[config.mk]
export PLATFORM = sky130hd
export DESIGN_NAME = tps_ctrl
export DESIGN_NICKNAME = d
export VERILOG_FILES = /design/src/rtl/tps_pkg.sv /design/src/rtl/tps_ctrl.sv
export SDC_FILE = /design/constraint.sdc
export NUM_CORES = 1
export LEC_CHECK = 0
export CORE_ASPECT_RATIO = 1.1
export CORE_UTILIZATION = 60
export CTS_CLUSTER_DIAMETER = 200
export CTS_CLUSTER_SIZE = 12
export DETAILED_ROUTE_END_ITERATION = 10
export DONT_BUFFER_PORTS = 1
export PLACE_DENSITY = 0.72
export RECOVER_POWER = 25
export SLEW_MARGIN = 20
export SYNTH_ARGS = -nofsm -noshare
export SYNTH_HDL_FRONTEND = slang
export SYNTH_SLANG_ARGS = --single-unit
[constraint.sdc]
create_clock -name clk_i -period 6.6 [get_ports clk_i]
set_input_delay 0.66 -clock clk_i [delete_from_list [all_inputs] [get_ports clk_i]]
set_output_delay 0.66 -clock clk_i [all_outputs]
set_load 0.01 [all_outputs]
[src/rtl/tps_pkg.sv]
// shared types, constants and the log table of the thin-plate spline mapper
`timescale 1ns / 1ps
`default_nettype none
package tps_pkg;

  localparam int MAX_POINTS_DEF = 64;
  localparam int COORD_INT_BITS = 10;
  localparam int FRAC_BITS      = 4;
  localparam int POS_W          = 14;
  localparam int USED_W         = (COORD_INT_BITS + FRAC_BITS < POS_W) ?
                                  COORD_INT_BITS + FRAC_BITS : POS_W;
  localparam logic [POS_W-1:0] POS_MASK = POS_W'((64'd1 << USED_W) - 64'd1);
  localparam int COEF_W         = 32;
  localparam int OUT_W          = 40;
  localparam int AFFINE_ROWS    = 4;
  localparam int LN2_Q16        = 45426;

  // item modes
  localparam logic [1:0] MODE_COEF = 2'd0;
  localparam logic [1:0] MODE_PT   = 2'd1;
  localparam logic [1:0] MODE_MAP  = 2'd2;

  // datapath operations
  typedef enum logic [4:0] {
    OP_NOP, OP_LDCOEF, OP_LDPT, OP_START,
    OP_ARD, OP_AMUL, OP_AACC, OP_ASAT,
    OP_PRD, OP_DIST, OP_SUM, OP_LZ, OP_LN1, OP_LN2, OP_KM,
    OP_T1, OP_T2, OP_ADD
  } op_e;

  typedef struct packed {
    op_e        op;
    logic [1:0] row;
  } cmd_t;

  // round(65536*ln(1+k/16))
  function automatic logic [15:0] ln_tab(input logic [4:0] k);
    logic [15:0] r;
    case (k)
      5'd0:  r = 16'd0;
      5'd1:  r = 16'd3973;
      5'd2:  r = 16'd7719;
      5'd3:  r = 16'd11262;
      5'd4:  r = 16'd14624;
      5'd5:  r = 16'd17821;
      5'd6:  r = 16'd20870;
      5'd7:  r = 16'd23783;
      5'd8:  r = 16'd26573;
      5'd9:  r = 16'd29248;
      5'd10: r = 16'd31818;
      5'd11: r = 16'd34292;
      5'd12: r = 16'd36675;
      5'd13: r = 16'd38975;
      5'd14: r = 16'd41196;
      5'd15: r = 16'd43345;
      5'd16: r = 16'd45426;
      default: r = 16'd0;
    endcase
    return r;
  endfunction

endpackage
`default_nettype wire

[src/rtl/tps_ctrl.sv]
// sequencer for loads and the per-point mapping loop
`timescale 1ns / 1ps
`default_nettype none
module tps_ctrl #(
  parameter int MAX_POINTS = 64,
  parameter int PIW = 6
) (
  input  wire logic            clk_i,
  input  wire logic            rst_ni,
  input  wire logic            start,
  input  wire logic [1:0]      mode_i,
  input  wire logic            cfg_we_i,
  input  wire logic [6:0]      cfg_wdata_i,
  output tps_pkg::cmd_t        cmd_o,
  output logic [PIW-1:0]       pt_o,
  output logic                 busy,
  output logic                 done_o
);
  import tps_pkg::*;

  localparam int PCW = $clog2(MAX_POINTS + 1);

  localparam logic [4:0] S_IDLE = 5'd0;
  localparam logic [4:0] S_ARD  = 5'd1;
  localparam logic [4:0] S_AMUL = 5'd2;
  localparam logic [4:0] S_AACC = 5'd3;
  localparam logic [4:0] S_ASAT = 5'd4;
  localparam logic [4:0] S_PRD  = 5'd5;
  localparam logic [4:0] S_DIST = 5'd6;
  localparam logic [4:0] S_SUM  = 5'd7;
  localparam logic [4:0] S_LZ   = 5'd8;
  localparam logic [4:0] S_LN1  = 5'd9;
  localparam logic [4:0] S_LN2  = 5'd10;
  localparam logic [4:0] S_KM   = 5'd11;
  localparam logic [4:0] S_T1   = 5'd12;
  localparam logic [4:0] S_T2   = 5'd13;
  localparam logic [4:0] S_ADD  = 5'd14;
  localparam logic [4:0] S_DONE = 5'd15;

  logic [4:0]     state_q, state_d;
  logic [1:0]     row_q, row_d;
  logic [PCW-1:0] pt_q, pt_d;
  logic [6:0]     active_q;
  logic [PCW-1:0] n_pts;
  logic           accept;

  assign accept = start && (state_q == S_IDLE);
  assign n_pts  = (32'(active_q) > MAX_POINTS) ? PCW'(MAX_POINTS) : PCW'(active_q);

  // active point count register
  always_ff @(posedge clk_i or negedge rst_ni) begin
    if (!rst_ni) begin
      active_q <= '0;
    end else if (cfg_we_i) begin
      active_q <= cfg_wdata_i;
    end
  end

  // next state
  always_comb begin
    state_d = state_q;
    row_d   = row_q;
    pt_d    = pt_q;
    case (state_q)
      S_IDLE: begin
        if (accept && mode_i == MODE_MAP) begin
          state_d = S_ARD;
          row_d   = 2'd0;
        end
      end
      S_ARD:  state_d = S_AMUL;
      S_AMUL: state_d = S_AACC;
      S_AACC: begin
        if (row_q == 2'd3) begin
          state_d = S_ASAT;
        end else begin
          row_d   = row_q + 2'd1;
          state_d = S_ARD;
        end
      end
      S_ASAT: begin
        pt_d    = '0;
        state_d = (n_pts == '0) ? S_DONE : S_PRD;
      end
      S_PRD:  state_d = S_DIST;
      S_DIST: state_d = S_SUM;
      S_SUM:  state_d = S_LZ;
      S_LZ:   state_d = S_LN1;
      S_LN1:  state_d = S_LN2;
      S_LN2:  state_d = S_KM;
      S_KM:   state_d = S_T1;
      S_T1:   state_d = S_T2;
      S_T2:   state_d = S_ADD;
      S_ADD: begin
        if (pt_q == n_pts - PCW'(1)) begin
          state_d = S_DONE;
        end else begin
          pt_d    = pt_q + PCW'(1);
          state_d = S_PRD;
        end
      end
      S_DONE: state_d = S_IDLE;
      default: state_d = S_IDLE;
    endcase
  end

  always_ff @(posedge clk_i or negedge rst_ni) begin
    if (!rst_ni) begin
      state_q <= S_IDLE;
      row_q   <= '0;
      pt_q    <= '0;
    end else begin
      state_q <= state_d;
      row_q   <= row_d;
      pt_q    <= pt_d;
    end
  end

  // command decode
  always_comb begin
    cmd_o.row = row_q;
    case (state_q)
      S_IDLE: begin
        if (accept && mode_i == MODE_COEF) begin
          cmd_o.op = OP_LDCOEF;
        end else if (accept && mode_i == MODE_PT) begin
          cmd_o.op = OP_LDPT;
        end else if (accept && mode_i == MODE_MAP) begin
          cmd_o.op = OP_START;
        end else begin
          cmd_o.op = OP_NOP;
        end
      end
      S_ARD:  cmd_o.op = OP_ARD;
      S_AMUL: cmd_o.op = OP_AMUL;
      S_AACC: cmd_o.op = OP_AACC;
      S_ASAT: cmd_o.op = OP_ASAT;
      S_PRD:  cmd_o.op = OP_PRD;
      S_DIST: cmd_o.op = OP_DIST;
      S_SUM:  cmd_o.op = OP_SUM;
      S_LZ:   cmd_o.op = OP_LZ;
      S_LN1:  cmd_o.op = OP_LN1;
      S_LN2:  cmd_o.op = OP_LN2;
      S_KM:   cmd_o.op = OP_KM;
      S_T1:   cmd_o.op = OP_T1;
      S_T2:   cmd_o.op = OP_T2;
      S_ADD:  cmd_o.op = OP_ADD;
      default: cmd_o.op = OP_NOP;
    endcase
  end

  assign pt_o   = pt_q[PIW-1:0];
  assign busy   = (state_q != S_IDLE);
  assign done_o = (state_q == S_DONE);

endmodule
`default_nettype wire

==> summary.txt <==
Route
  – Drt first-iter violations: 17
  – Final ANT Viol Nets: 0
  – # DRC: 0
  – Vias per Instance: 6.26
  – Final wirelength: roughly 2800 µm
  – Drt pass-1 iters: 4
  – DR vias: roughly 1,100
  – Routed len/inst: around 16 µm

Floorplan
  – Initial core utilization: approximately 64%
  – Rows: 18
  – Top Ports: 28
  – Core Area: ~0.0023 mm²
  – Die Height: 53.9 µm
  – Die X: approximately 49 µm
  – Die area: around 0.0026 mm²

Synth
  – XOR/XNOR Fraction of Synth Area: about 7.6%
  – Area leader, netlist: dfrtp_1
  – Synth top area cells: dfrtp_1, mux2_2, nand2_1
  – Post-synth cell types: 45
  – Seq cells post-synth: 20
  – Synth Area in Simple Gates: 24.1%
  – Ys flop type: dfrtp_1
  – Register area share after synthesis: between 30% and 40%
  – Syn Area/Cell: ~9 µm²
  – Gate Count Post-Synth: approximately 160
  – Post-Synth Adder-Cell Area: roughly 2.6%
  – Post-synth EDFFs: 0
  – Synthesized area: roughly 0.0015 mm²
  – Syn_nets: roughly 180
  – Ys async rst share: 100%
  – Main combinational cell family by area after synthesis: simple AND/OR/NAND/NOR gates
  – Top cell type's share of synthesized area: 34.1%
  – Mux share of post-synthesis cell area: approximately 8.2%
  – Synth Area in Compound Gates: between 15 and 20%
  – Synth warnings: 0

Timing
  – Slew Viols, Final: 0
  – Clock skew: 6.79 ps
  – Crit share post-route: approximately 40%
  – Setup_tns: 0 ps
  – Min Tclk post-route: ~2600 ps
  – Slew @ Worst Pin: approximately 450 ps
  – Highest Clock Rate: 378 MHz
  – Setup violators final: 0
  – Final hold viol count: 0
  – Unrepaired setup endpoints after global routing: no
  – Worst slew margin: between 60% and 70%

Clock tree
  – Clk buf depth: 2
  – CTS tree: done
  – Post-CTS resize count: 0
  – Clk Latency, worst-skew pair: 300 ps
  – CTS H-Tree Depth: 1
  – Clock sinks: 20
  – Post-CTS setup buffer count: 0
  – Hold_buf cts: 0
  – CTS Buf Count: 3
  – Clk slew on worst S/H paths: between 100 and 150 ps
  – Clock root cell: clkbuf_4

Global routing
  – First-pass GRT wire length: 4910 µm
  – Number of global-route vias before repair: between 1,000 and 1,500
  – Global route total overflow: 0
  – Largest net degree at the start of global routing: 21
  – Initial antenna violation count: 0
  – GRT Util Overall: between 20 and 25%

Run
  – Max-cap viol count: 0

Power and ir drop
  – Internal: between 0.2 and 0.25 mW
  – Worst VDD drop: 0.207 mV
  – PD cells: between 300 and 400 mW/mm²
  – Switching share of total power: 44.1%
  – Pwr Total: between 0.4 and 0.5 mW
  – Leak Pwr: about 0.57 nW
  – Clk pwr share: 13.0%
  – Logic pwr share: about two fifths
  – Switching Power: around 0.19 mW
  – Share of power burned in registers: a little under half

Setup path
  – Req. time, crit path: 6820 ps
  – WP depth: 9
  – CP delay by family, top: simple AND/OR/NAND/NOR gates
  – Cells along the critical path: nand2b_1 -> ha_1 -> or4b_4 -> o211ai_2 -> xnor2_1 -> o2111ai_2 -> nor2_4 -> a21boi_0 -> o21ai_0
  – Crit path largest cell delay: 570 ps
  – Worst R2R Path Depth: 9
  – Reg-to-reg startpoint: active_q[6]
  – Crit path max fanout: 15
  – Crit path launch type: register
  – R2R setup slack: ~4000 ps
  – CP endpoint kind: register
  – Critical path arrival: roughly 2900 ps
  – Critical R2R Capture: state_q[3]
  – Critical-path top delay cell: dfrtp_1
  – Buf+Inv Stages, Crit Path: 0
  – Critical path class: register to register

Layout
  – Util after Layout: roughly 63%
  – Antenna cells: 0
  – Layout Nets: about 170
  – Fraction of layout cells with a size suffix above 1: between 10% and 20%
  – Area delta synth->final: -2.30%
  – Finished Layout Cells: 180

Placement
  – Dpl hpwl: about 2100 µm
  – Dpl cells: 177
  – IO Port Bufs: 0
  – RD Place Congestion: between 0.8 and 0.9

Run status
  – Status: finished, final reports clean

Min path
  – HP Class: input port to asynchronous set/reset pin
per-stage QoR:
stage          cell area (µm²)  setup WS (ps)  hold WS, ps
2_1_floorplan             1470           4110          364
3_3_place_gp              1410           4090          365
3_5_place_dp              1410           4000          365
4_1_cts                   1430           3960         32.9
5_1_grt                   1430           3740         14.9
6_report                  1430           3950         34.7
state kept, by name, indices dropped and copies added, names as in the netlist:
| signal | cells |
|---|---|
| active_q | 7 |
| pt_q | 7 |
| state_q | 4 |
| row_q | 2 |
cells in the final DEF, fill, tap and decap left out, types with 5 or more instances in the layout:
cell type,instances
nand2b_1,9
dfrtp_1,20
nor3_1,5
xor2_1,5
a21oi_1,9
xnor2_1,5
nand2_1,21
o21ai_0,5
mux2_2,8
nor2_1,12
worst max path at each step:
stage	from	to	slack [ps]
finish	active_q[6]	state_q[3]	3950
global route	active_q[6]	pt_q[5]	3740
CTS	active_q[6]	state_q[3]	3960
detailed placement	active_q[6]	state_q[3]	4000
global placement	active_q[6]	pt_q[0]	4090
floorplan	active_q[6]	pt_q[3]	4110
cell usage after synthesis, types with 2 or more instances:
| cell | count |
|---|---|
| nor2_1 | 12 |
| o21bai_1 | 2 |
| nand4_1 | 3 |
| buf_2 | 3 |
| a21oi_1 | 9 |
| a22o_1 | 2 |
| o21ai_0 | 5 |
| o2111ai_2 | 2 |
| mux2_2 | 8 |
| nand2b_1 | 9 |
| ha_1 | 3 |
| inv_1 | 2 |
| dfrtp_1 | 20 |
| xnor2_1 | 5 |
| and2_1 | 2 |
| clkbuf_1 | 6 |
| nor4_1 | 3 |
| buf_4 | 6 |
| mux2i_1 | 3 |
| o211ai_1 | 2 |
| nand2_1 | 21 |
| nor3b_1 | 3 |
| nor3_1 | 5 |
| xor2_1 | 5 |
| nor2b_1 | 2 |
kinds of logic after synthesis:
group | count (synthesis)
AND/OR/NAND/NOR | 67
AO/OA/AOI/OAI | 33
flip-flops | 20
buffers and inverters | 18
XOR/XNOR | 11
multiplexers | 11
adder cells (fa/ha/maj) | 3
routing by layer:
| layer | wire length (µm) | track usage, % | vias to the layer above |
|---|---|---|---|
| met2 | 1390 | 45.0 | 30 |
| met5 | 0 | 0 | - |
| met4 | 38 | 8.82 | 0 |
| met3 | 123 | 3.67 | 5 |
| li1 | - | - | 554 |
| met1 | 1240 | 29.9 | 537 |
power by group through the flow:
stage	registers, mW	clock network [mW]	logic, mW
finish	0.210	0.0572	0.173
global route	0.219	0.0651	0.199
CTS	0.210	0.0585	0.175
detailed placement	0.213	0	0.174
global placement	0.209	0	0.167
floorplan	0.172	0	0.186
area by class of cell:
type | count | area [µm²]
multi-input combinational | 125 | 865
fill | 196 | 842
sequential | 20 | 500
tap | 30 | 37.5
clock buffer | 3 | 22.5
inverter | 2 | 7.51
No activity file was read; power rests on OpenSTA's default activity.
